### config.mk
export PLATFORM = sky130hd
export DESIGN_NAME = int32_requantize_scale
export DESIGN_NICKNAME = d
export VERILOG_FILES = /design/src/irqs_pkg.sv /design/src/irqs_csr.sv /design/src/irqs_mul.sv /design/src/irqs_rnd.sv /design/src/irqs_dpot.sv /design/src/int32_requantize_scale.sv
export SDC_FILE = /design/constraint.sdc
export NUM_CORES = 2
export LEC_CHECK = 0
export BUFFER_PORTS_ARGS = -buffer_cell sky130_fd_sc_hd__buf_2
export CAP_MARGIN = 20
export CORE_MARGIN = 2
export CORE_UTILIZATION = 45
export CTS_CLUSTER_SIZE = 10
export DETAILED_ROUTE_END_ITERATION = 8
export MAX_ROUTING_LAYER = met4
export SLEW_MARGIN = 5
export SYNTH_ARGS = -nofsm -noshare
export SYNTH_HDL_FRONTEND = slang
export SYNTH_SLANG_ARGS = --single-unit
### constraint.sdc
create_clock -name clock -period 9.3 [get_ports clock]
set_input_delay 1.395 -clock clock [delete_from_list [all_inputs] [get_ports clock]]
set_output_delay 1.395 -clock clock [all_outputs]
set_load 0.01 [all_outputs]
### src/irqs_pkg.sv
// Shared types, constants and register codes of the requantize-and-scale block.
package irqs_pkg;

   localparam int unsigned DataWidth  = 32;
   localparam int unsigned ProdWidth  = 64;
   localparam int unsigned SumWidth   = 65;
   localparam int unsigned ShiftWidth = 6;
   localparam int unsigned AmtWidth   = 6;
   localparam int unsigned IndexWidth = 2;
   localparam int unsigned Latency    = 6;

   localparam logic signed [DataWidth-1:0] MinVal = {1'b1, {(DataWidth-1){1'b0}}};
   localparam logic signed [DataWidth-1:0] MaxVal = {1'b0, {(DataWidth-1){1'b1}}};

   // Double rounding: rounding constant of the doubling high multiply and its shift
   localparam logic [AmtWidth-1:0] HighMulShift = AmtWidth'(31);
   localparam logic signed [SumWidth-1:0] HighMulBias = SumWidth'(64'd1 << 30);

   typedef enum logic [IndexWidth-1:0] {
      REG_ROUNDING_MODE    = 2'd0,
      REG_SCALE_MULTIPLIER = 2'd1,
      REG_SCALE_SHIFT      = 2'd2
   } reg_index_type;

   typedef enum logic {
      MODE_SINGLE = 1'b0,
      MODE_DOUBLE = 1'b1
   } mode_type;

   typedef struct packed {
      mode_type                       mode;
      logic signed [DataWidth-1:0]    mult;
      logic signed [ShiftWidth-1:0]   shift;
   } cfg_type;

   localparam mode_type                     ResetMode  = MODE_SINGLE;
   localparam logic signed [DataWidth-1:0]  ResetMult  = DataWidth'(32'd1073741824);
   localparam logic signed [ShiftWidth-1:0] ResetShift = '0;

endpackage

### src/irqs_csr.sv
// Configuration registers: rounding mode, Q31 multiplier and shift exponent.
module irqs_csr
   import irqs_pkg::*;
(
   input  logic                  clock,
   input  logic                  reset,
   input  logic                  csr_valid,
   input  logic                  csr_ready,
   input  logic [IndexWidth-1:0] csr_index,
   input  logic [DataWidth-1:0]  csr_wdata,
   output cfg_type               cfg
);

   cfg_type cfg_ff;
   cfg_type cfg_in;

   always_comb begin
      cfg_in = cfg_ff;
      if (csr_valid && csr_ready) begin
         unique case (reg_index_type'(csr_index))
            REG_ROUNDING_MODE:    cfg_in.mode  = mode_type'(csr_wdata[0]);
            REG_SCALE_MULTIPLIER: cfg_in.mult  = csr_wdata;
            REG_SCALE_SHIFT:      cfg_in.shift = csr_wdata[ShiftWidth-1:0];
            default:              cfg_in = cfg_ff;
         endcase
      end
   end

   always_ff @(posedge clock) begin
      if (reset) begin
         cfg_ff.mode  <= ResetMode;
         cfg_ff.mult  <= ResetMult;
         cfg_ff.shift <= ResetShift;
      end else begin
         cfg_ff <= cfg_in;
      end
   end

   assign cfg = cfg_ff;

endmodule

### src/irqs_mul.sv
// Stages 1 and 2: operand left shift for double rounding, then the 32x32 product.
module irqs_mul
   import irqs_pkg::*;
(
   input  logic                        clock,
   input  logic                        reset,
   input  cfg_type                     cfg,
   input  logic                        in_valid,
   input  logic signed [DataWidth-1:0] in_acc,
   output logic                        out_valid,
   output logic signed [ProdWidth-1:0] out_prod,
   output logic                        out_sat,
   output logic                        active
);

   logic                        v1_ff, v2_ff;
   logic signed [DataWidth-1:0] a_ff, a_in;
   logic [4:0]                  ls;
   logic signed [ProdWidth-1:0] prod_ff, prod_in;
   logic                        sat_ff, sat_in;

   // Positive exponent only; wrap the shifted operand to 32 bits
   always_comb begin
      ls = (!cfg.shift[ShiftWidth-1] && (cfg.shift != '0)) ? cfg.shift[4:0] : 5'd0;
      a_in = (cfg.mode == MODE_DOUBLE) ? (in_acc << ls) : in_acc;
   end

   always_comb begin
      prod_in = ProdWidth'(a_ff) * ProdWidth'(cfg.mult);
      sat_in  = (a_ff == MinVal) && (cfg.mult == MinVal);
   end

   always_ff @(posedge clock) begin
      if (reset) begin
         v1_ff <= 1'b0;
         v2_ff <= 1'b0;
      end else begin
         v1_ff <= in_valid;
         v2_ff <= v1_ff;
      end
   end

   always_ff @(posedge clock) begin
      a_ff    <= a_in;
      prod_ff <= prod_in;
      sat_ff  <= sat_in;
   end

   assign out_valid = v2_ff;
   assign out_prod  = prod_ff;
   assign out_sat   = sat_ff;
   assign active    = v1_ff | v2_ff;

endmodule

### src/irqs_rnd.sv
// Stages 3 and 4: add the rounding bias, then arithmetic shift down to 32 bits.
module irqs_rnd
   import irqs_pkg::*;
(
   input  logic                        clock,
   input  logic                        reset,
   input  cfg_type                     cfg,
   input  logic                        in_valid,
   input  logic signed [ProdWidth-1:0] in_prod,
   input  logic                        in_sat,
   output logic                        out_valid,
   output logic signed [DataWidth-1:0] out_y,
   output logic                        active
);

   logic                        v3_ff, v4_ff;
   logic [ShiftWidth:0]         ts_wide;
   logic [AmtWidth-1:0]         ts;
   logic signed [SumWidth-1:0]  bias;
   logic signed [SumWidth-1:0]  sum_ff, sum_in;
   logic [AmtWidth-1:0]         amt_ff, amt_in;
   logic                        sat_ff, sat_in;
   logic signed [SumWidth-1:0]  shifted;
   logic signed [DataWidth-1:0] y_ff, y_in;

   // Single rounding: total shift is 31 - exponent, no bias when it is zero
   always_comb begin
      ts_wide = (ShiftWidth+1)'(31) - {cfg.shift[ShiftWidth-1], cfg.shift};
      ts      = ts_wide[AmtWidth-1:0];
      if (cfg.mode == MODE_DOUBLE) begin
         bias   = HighMulBias;
         amt_in = HighMulShift;
      end else begin
         bias   = (ts == '0) ? '0 : (SumWidth'(1) << (ts - AmtWidth'(1)));
         amt_in = ts;
      end
      sum_in = SumWidth'(in_prod) + bias;
      sat_in = in_sat && (cfg.mode == MODE_DOUBLE);
   end

   // Floor shift; for the high multiply this rounds the product to nearest, ties upward
   always_comb begin
      shifted = sum_ff >>> amt_ff;
      y_in    = sat_ff ? MaxVal : shifted[DataWidth-1:0];
   end

   always_ff @(posedge clock) begin
      if (reset) begin
         v3_ff <= 1'b0;
         v4_ff <= 1'b0;
      end else begin
         v3_ff <= in_valid;
         v4_ff <= v3_ff;
      end
   end

   always_ff @(posedge clock) begin
      sum_ff <= sum_in;
      amt_ff <= amt_in;
      sat_ff <= sat_in;
      y_ff   <= y_in;
   end

   assign out_valid = v4_ff;
   assign out_y     = y_ff;
   assign active    = v3_ff | v4_ff;

endmodule

### src/irqs_dpot.sv
// Stages 5 and 6: rounding divide by a power of two, then the output register.
module irqs_dpot
   import irqs_pkg::*;
(
   input  logic                        clock,
   input  logic                        reset,
   input  cfg_type                     cfg,
   input  logic                        in_valid,
   input  logic signed [DataWidth-1:0] in_y,
   output logic                        out_valid,
   output logic signed [DataWidth-1:0] out_scaled,
   output logic                        active
);

   logic                        v5_ff, v6_ff;
   logic [AmtWidth-1:0]         e;
   logic signed [DataWidth:0]   ys;
   logic signed [DataWidth:0]   q_full;
   logic [DataWidth:0]          mask, rem, thr;
   logic signed [DataWidth-1:0] q_ff, q_in;
   logic                        inc_ff, inc_in;
   logic signed [DataWidth-1:0] scaled_ff, scaled_in;

   // Right exponent only in double rounding with a non-positive shift
   always_comb begin
      if ((cfg.mode == MODE_DOUBLE) && (cfg.shift[ShiftWidth-1] || (cfg.shift == '0))) begin
         e = AmtWidth'(-cfg.shift);
      end else begin
         e = '0;
      end
      ys     = {in_y[DataWidth-1], in_y};
      q_full = ys >>> e;
      q_in   = q_full[DataWidth-1:0];
      mask   = ~({(DataWidth+1){1'b1}} << e);
      rem    = ys & mask;
      thr    = (mask >> 1) + {{DataWidth{1'b0}}, in_y[DataWidth-1]};
      inc_in = rem > thr;
   end

   assign scaled_in = q_ff + DataWidth'(inc_ff);

   always_ff @(posedge clock) begin
      if (reset) begin
         v5_ff <= 1'b0;
         v6_ff <= 1'b0;
      end else begin
         v5_ff <= in_valid;
         v6_ff <= v5_ff;
      end
   end

   always_ff @(posedge clock) begin
      q_ff      <= q_in;
      inc_ff    <= inc_in;
      scaled_ff <= scaled_in;
   end

   assign out_valid  = v6_ff;
   assign out_scaled = scaled_ff;
   assign active     = v5_ff | v6_ff;

endmodule

### src/int32_requantize_scale.sv
// Top level of the int32 requantize-and-scale pipeline.
//
//   channel   ports                                     handshake
//   --------  ----------------------------------------  -----------------------------
//   input     start, busy, req_acc                      taken when start & !busy
//   result    rsp_valid, rsp_scaled                     one-cycle strobe, no stall
//   config    csr_valid, csr_ready, csr_index, csr_wdata  written when valid & ready
//
// One transaction enters per cycle while busy is low; each result passes through
// the six register stages (shift, multiply, bias add, down shift, power-of-two
// rounding, output register) before it appears on rsp_scaled.
// Reset is synchronous and empties the pipeline; the registers return to single
// rounding, multiplier 2^30, shift 0.
// csr_ready is high only while the pipeline is empty; busy is high while csr_valid is.
// The receiver cannot stall, so no stage ever holds.
module int32_requantize_scale
   import irqs_pkg::*;
(
   input  logic                        clock,
   input  logic                        reset,
   input  logic                        start,
   output logic                        busy,
   input  logic signed [DataWidth-1:0] req_acc,
   output logic                        rsp_valid,
   output logic signed [DataWidth-1:0] rsp_scaled,
   input  logic                        csr_valid,
   output logic                        csr_ready,
   input  logic [IndexWidth-1:0]       csr_index,
   input  logic [DataWidth-1:0]        csr_wdata
);

   cfg_type                     cfg;
   logic                        accept;
   logic                        mul_valid, rnd_valid;
   logic signed [ProdWidth-1:0] mul_prod;
   logic                        mul_sat;
   logic signed [DataWidth-1:0] rnd_y;
   logic                        mul_active, rnd_active, dpot_active;

   assign busy      = csr_valid;
   assign accept    = start && !busy;
   assign csr_ready = !(mul_active || rnd_active || dpot_active);

   irqs_csr u_csr (
      .clock     (clock),
      .reset     (reset),
      .csr_valid (csr_valid),
      .csr_ready (csr_ready),
      .csr_index (csr_index),
      .csr_wdata (csr_wdata),
      .cfg       (cfg)
   );

   irqs_mul u_mul (
      .clock     (clock),
      .reset     (reset),
      .cfg       (cfg),
      .in_valid  (accept),
      .in_acc    (req_acc),
      .out_valid (mul_valid),
      .out_prod  (mul_prod),
      .out_sat   (mul_sat),
      .active    (mul_active)
   );

   irqs_rnd u_rnd (
      .clock     (clock),
      .reset     (reset),
      .cfg       (cfg),
      .in_valid  (mul_valid),
      .in_prod   (mul_prod),
      .in_sat    (mul_sat),
      .out_valid (rnd_valid),
      .out_y     (rnd_y),
      .active    (rnd_active)
   );

   irqs_dpot u_dpot (
      .clock      (clock),
      .reset      (reset),
      .cfg        (cfg),
      .in_valid   (rnd_valid),
      .in_y       (rnd_y),
      .out_valid  (rsp_valid),
      .out_scaled (rsp_scaled),
      .active     (dpot_active)
   );

endmodule

==> results_dict.tcl <==
set metrics [dict create \
    status "completed" \
    post_cts_resized 0 \
    ir_drop_mv 0.202 \
    r2r_end "u_mul.out_prod[60]" \
    die-area_um2 130000 \
    async_reset_ff_share_pct 0 \
    areaGrowthSynthToFinish_pct 6.20 \
    dr.pass1.iters 5 \
    grt_pass1_vias 46000 \
    grt_usage_pct 27.6 \
    drc 0 \
    root_buffer "clkbuf_16" \
    critPathLaunchType "flop" \
    grt_max_degree 77 \
    ys_ff_latch 311 \
    ant_nets 0 \
    p_switching_uw 5440 \
    vias 44200 \
    p_leak_uw 0.0297 \
    viasPerCell 5.53 \
    period_share_pct 94.1 \
    final_cells 7996 \
    core_um2 126000 \
    syn_area_per_cell_um2 8.89 \
    critPathArrivalTime_ps 9290 \
    tightestPinTransition_ps 1170 \
    reg2reg_from "u_mul.a_ff[17]" \
    htree_levels 2 \
    min_from "u_dpot.q_ff[12]" \
    path_class "reg -> reg" \
    reg2regPathDepth 23 \
    clock_latency_ps 620 \
    fillers 12300 \
    place_area_um2 59200 \
    min_to "u_dpot.out_scaled[12]" \
    worst_slack_ps 547 \
    ys_types 82 \
    seq_power_share_pct 21.6 \
    fp.dieW_um 360 \
    end_kind "flop" \
    ios 105 \
    num_rows 130 \
    switching_share_pct 48.8 \
    maxCapViolCount 0 \
    die_height_um 360 \
    maxSlewHeadroom_pct 21.9 \
    synth_cells 6420 \
    wl_per_cell_um 21.3 \
    multi_input_area_um2 45500 \
    p_int_uw 5710 \
    fmaxAchievable_mhz 114 \
    drv_slew 0 \
    synth_fp_nets 7864 \
    ff2ff_setup_slack_ps 550 \
    initial_core_util_pct 45.4 \
    dp_slack_ps 567 \
    wl_mm 170 \
    overflow 0 \
    dp_cells 7924 \
    cts-buffers-inserted 42 \
    finalHoldViolCount 0 \
    fin_area_um2 60600 \
    crit_required_ps 9840 \
    gp_congestion 0.965 \
    finalClockSkew_ps 45.5 \
    tritoncts "yes" \
    synth_ff_type "dfxtp_1" \
    layout-drive-gt1-share_pct 6.51 \
    antenna_found_initial 4 \
    p_total_uw 11100 \
    setup_viol 0 \
    port_buffers 104 \
    cts.sinks 311 \
    worstPathMaxFanout 20 \
    fin_crit_ps 8750 \
    pwr-share-comb_pct 64.2 \
    yosys_warnings 0 \
    path_clk_slew_ps 60 \
    clk_path_buf_depth 3 \
    power_density_nw_per_um2 184 \
    cts_setup_buffers 0 \
    drtIter0Drc 3310 \
    hold_buffers 0 \
    hp-class "reg -> reg" \
    seqCellArea_um2 6240 \
    setup_tns_ps 0 \
    netlist_area_um2 57100 \
    synth-edff-count 0 \
    clkPwrFrac_pct 14.2 \
    ys_seq_area_share_pct 10.9 \
    grt_pass1_wl_mm 271 \
    dp.final_hpwl_mm 142 \
    holdPathStages 1 \
    grt_setup_unrepaired "false" \
    final_nets 7766 \
]
==> placed cells by master, fill, tap and decap left out, types with 9 or more instances in the layout <==
master     instances
fa_1            1083
o22ai_1           24
a21oi_1          269
nand3_1           61
and2_1           564
o21ai_0          167
mux4_2            43
and3_1            25
buf_2            104
nand2_1          869
mux2_2            34
ha_1             291
a21o_1            89
o31a_1             9
clkbuf_16         44
dfxtp_1          303
nand2b_1          50
or3_1             11
inv_1           1027
nor2b_1           61
mux2i_1          226
a211o_1           12
nor2_1           237
a211oi_1          41
xor2_1            49
nand4_1           56
xnor2_1          127
o21bai_1          25
o2bb2ai_1         14
and4_1            11
buf_4            127
o21a_1            19
nor4_1            24
o211ai_1          32
a31oi_1           34
nor3_1            33
==> sequential cells by signal, summed over array words and instances (netlist names) <==
name	flops
u_rnd.out_y	32
u_dpot.inc_ff	1
u_mul.out_prod	64
u_mul.out_sat	1
u_dpot.q_ff	32
u_rnd.out_valid	1
u_csr.cfg	39
u_mul.out_valid	1
u_rnd.amt_ff	6
u_mul.v1_ff	1
u_dpot.v5_ff	1
u_dpot.out_scaled	32
u_rnd.sum_ff	65
u_rnd.v3_ff	1
u_mul.a_ff	32
u_dpot.out_valid	1
u_rnd.sat_ff	1
==> cells by family (layout without fill, tap and decap cells) <==
| family | count (synthesis) | after routing | synth area share [%] |
|---|---|---|---|
| buf+inv | 1409 | 1332 | 9.33 |
| other cells | 0 | 3 | 0 |
| xor+xnor | 176 | 176 | 2.70 |
| flops | 311 | 311 | 10.9 |
| fa+ha+maj | 1374 | 1374 | 44.4 |
| simple gates | 2024 | 2024 | 17.2 |
| compound gates | 823 | 823 | 9.12 |
| mux | 303 | 303 | 6.33 |
==> how the worst max path moves through the flow <==
stage / startpoint / cells past startpoint / to / slack [ps]
CTS: u_mul.a_ff[17] / 23 / u_mul.out_prod[60] / 530
global placement: u_mul.a_ff[2] / 22 / u_mul.out_prod[60] / 750
finish: u_mul.a_ff[17] / 23 / u_mul.out_prod[60] / 550
floorplan: u_csr.cfg[8] / 27 / u_mul.out_prod[63] / 1320
global route: u_csr.cfg[14] / 23 / u_mul.out_prod[60] / 150
detailed placement: u_mul.a_ff[17] / 23 / u_mul.out_prod[60] / 570
==> routing by layer <==
| metal | wire (µm) | GRT usage (%) |
|---|---|---|
| met5 | 0 | - |
| met2 | 81800 | 44.7 |
| met4 | 4860 | 7.03 |
| met1 | 74500 | 37.2 |
| met3 | 9260 | 2.59 |
==> critical path: stages, from the launching register on <==
cell     delay, ps
dfxtp_1        810
buf_4          400
and2_1         200
fa_1           440
fa_1           500
inv_1           60
fa_1           440
fa_1           550
inv_1           60
fa_1           620
fa_1           450
fa_1           420
fa_1           490
ha_1           450
nand2_1        250
nor2_1         230
nand2_1         90
nor4_1         620
nand3_1        160
o21ai_1        370
a221o_1        300
a21oi_1        140
or4_1          480
nand4_1         90
==> synthesized netlist by cell type (89+ instances only) <==
cell type  instances  share of area [%]
fa_1            1083                 38
inv_1           1027                6.8
nand2_1          869                5.7
and2_1           564                6.2
clkbuf_1         332                2.2
dfxtp_1          311                 11
ha_1             291                6.4
a21oi_1          269                2.4
nor2_1           237                1.6
mux2i_1          226                4.0
o21ai_0          167                1.5
xnor2_1          127                1.9
a21o_1            89                1.2
==> final cells by class <==
class                   count  share of cell area (%)
multi-input cells        4700                    75.1
flip-flops and latches    311                    10.3
inverters                1030                    6.38
well taps                1650                    3.41
repair buffers            237                    2.64
clock buffers              53                    1.92
clock inverters            12                   0.235
diodes                      3                  0.0124
==> stage by stage <==
| step | utilization, % | hold slack (ps) |
|---|---|---|
| finish | 48.2 | 449 |
| global route | 48.2 | 475 |
| CTS | 48.1 | 459 |
| detailed placement | 47.1 | 448 |
| global placement | 47.1 | 446 |
| floorplan | - | 404 |
==> power by group through the flow <==
stage | combinational [µW] | sequential, µW | clock (µW)
after global placement | 7120 | 2420 | 0
after floorplan | 5140 | 2150 | 0
after detailed placement | 7130 | 2420 | 0
final | 7160 | 2400 | 1580
after global routing | 7970 | 2450 | 1670
after CTS | 7190 | 2400 | 1620
Power figures use the tool's default switching activity.
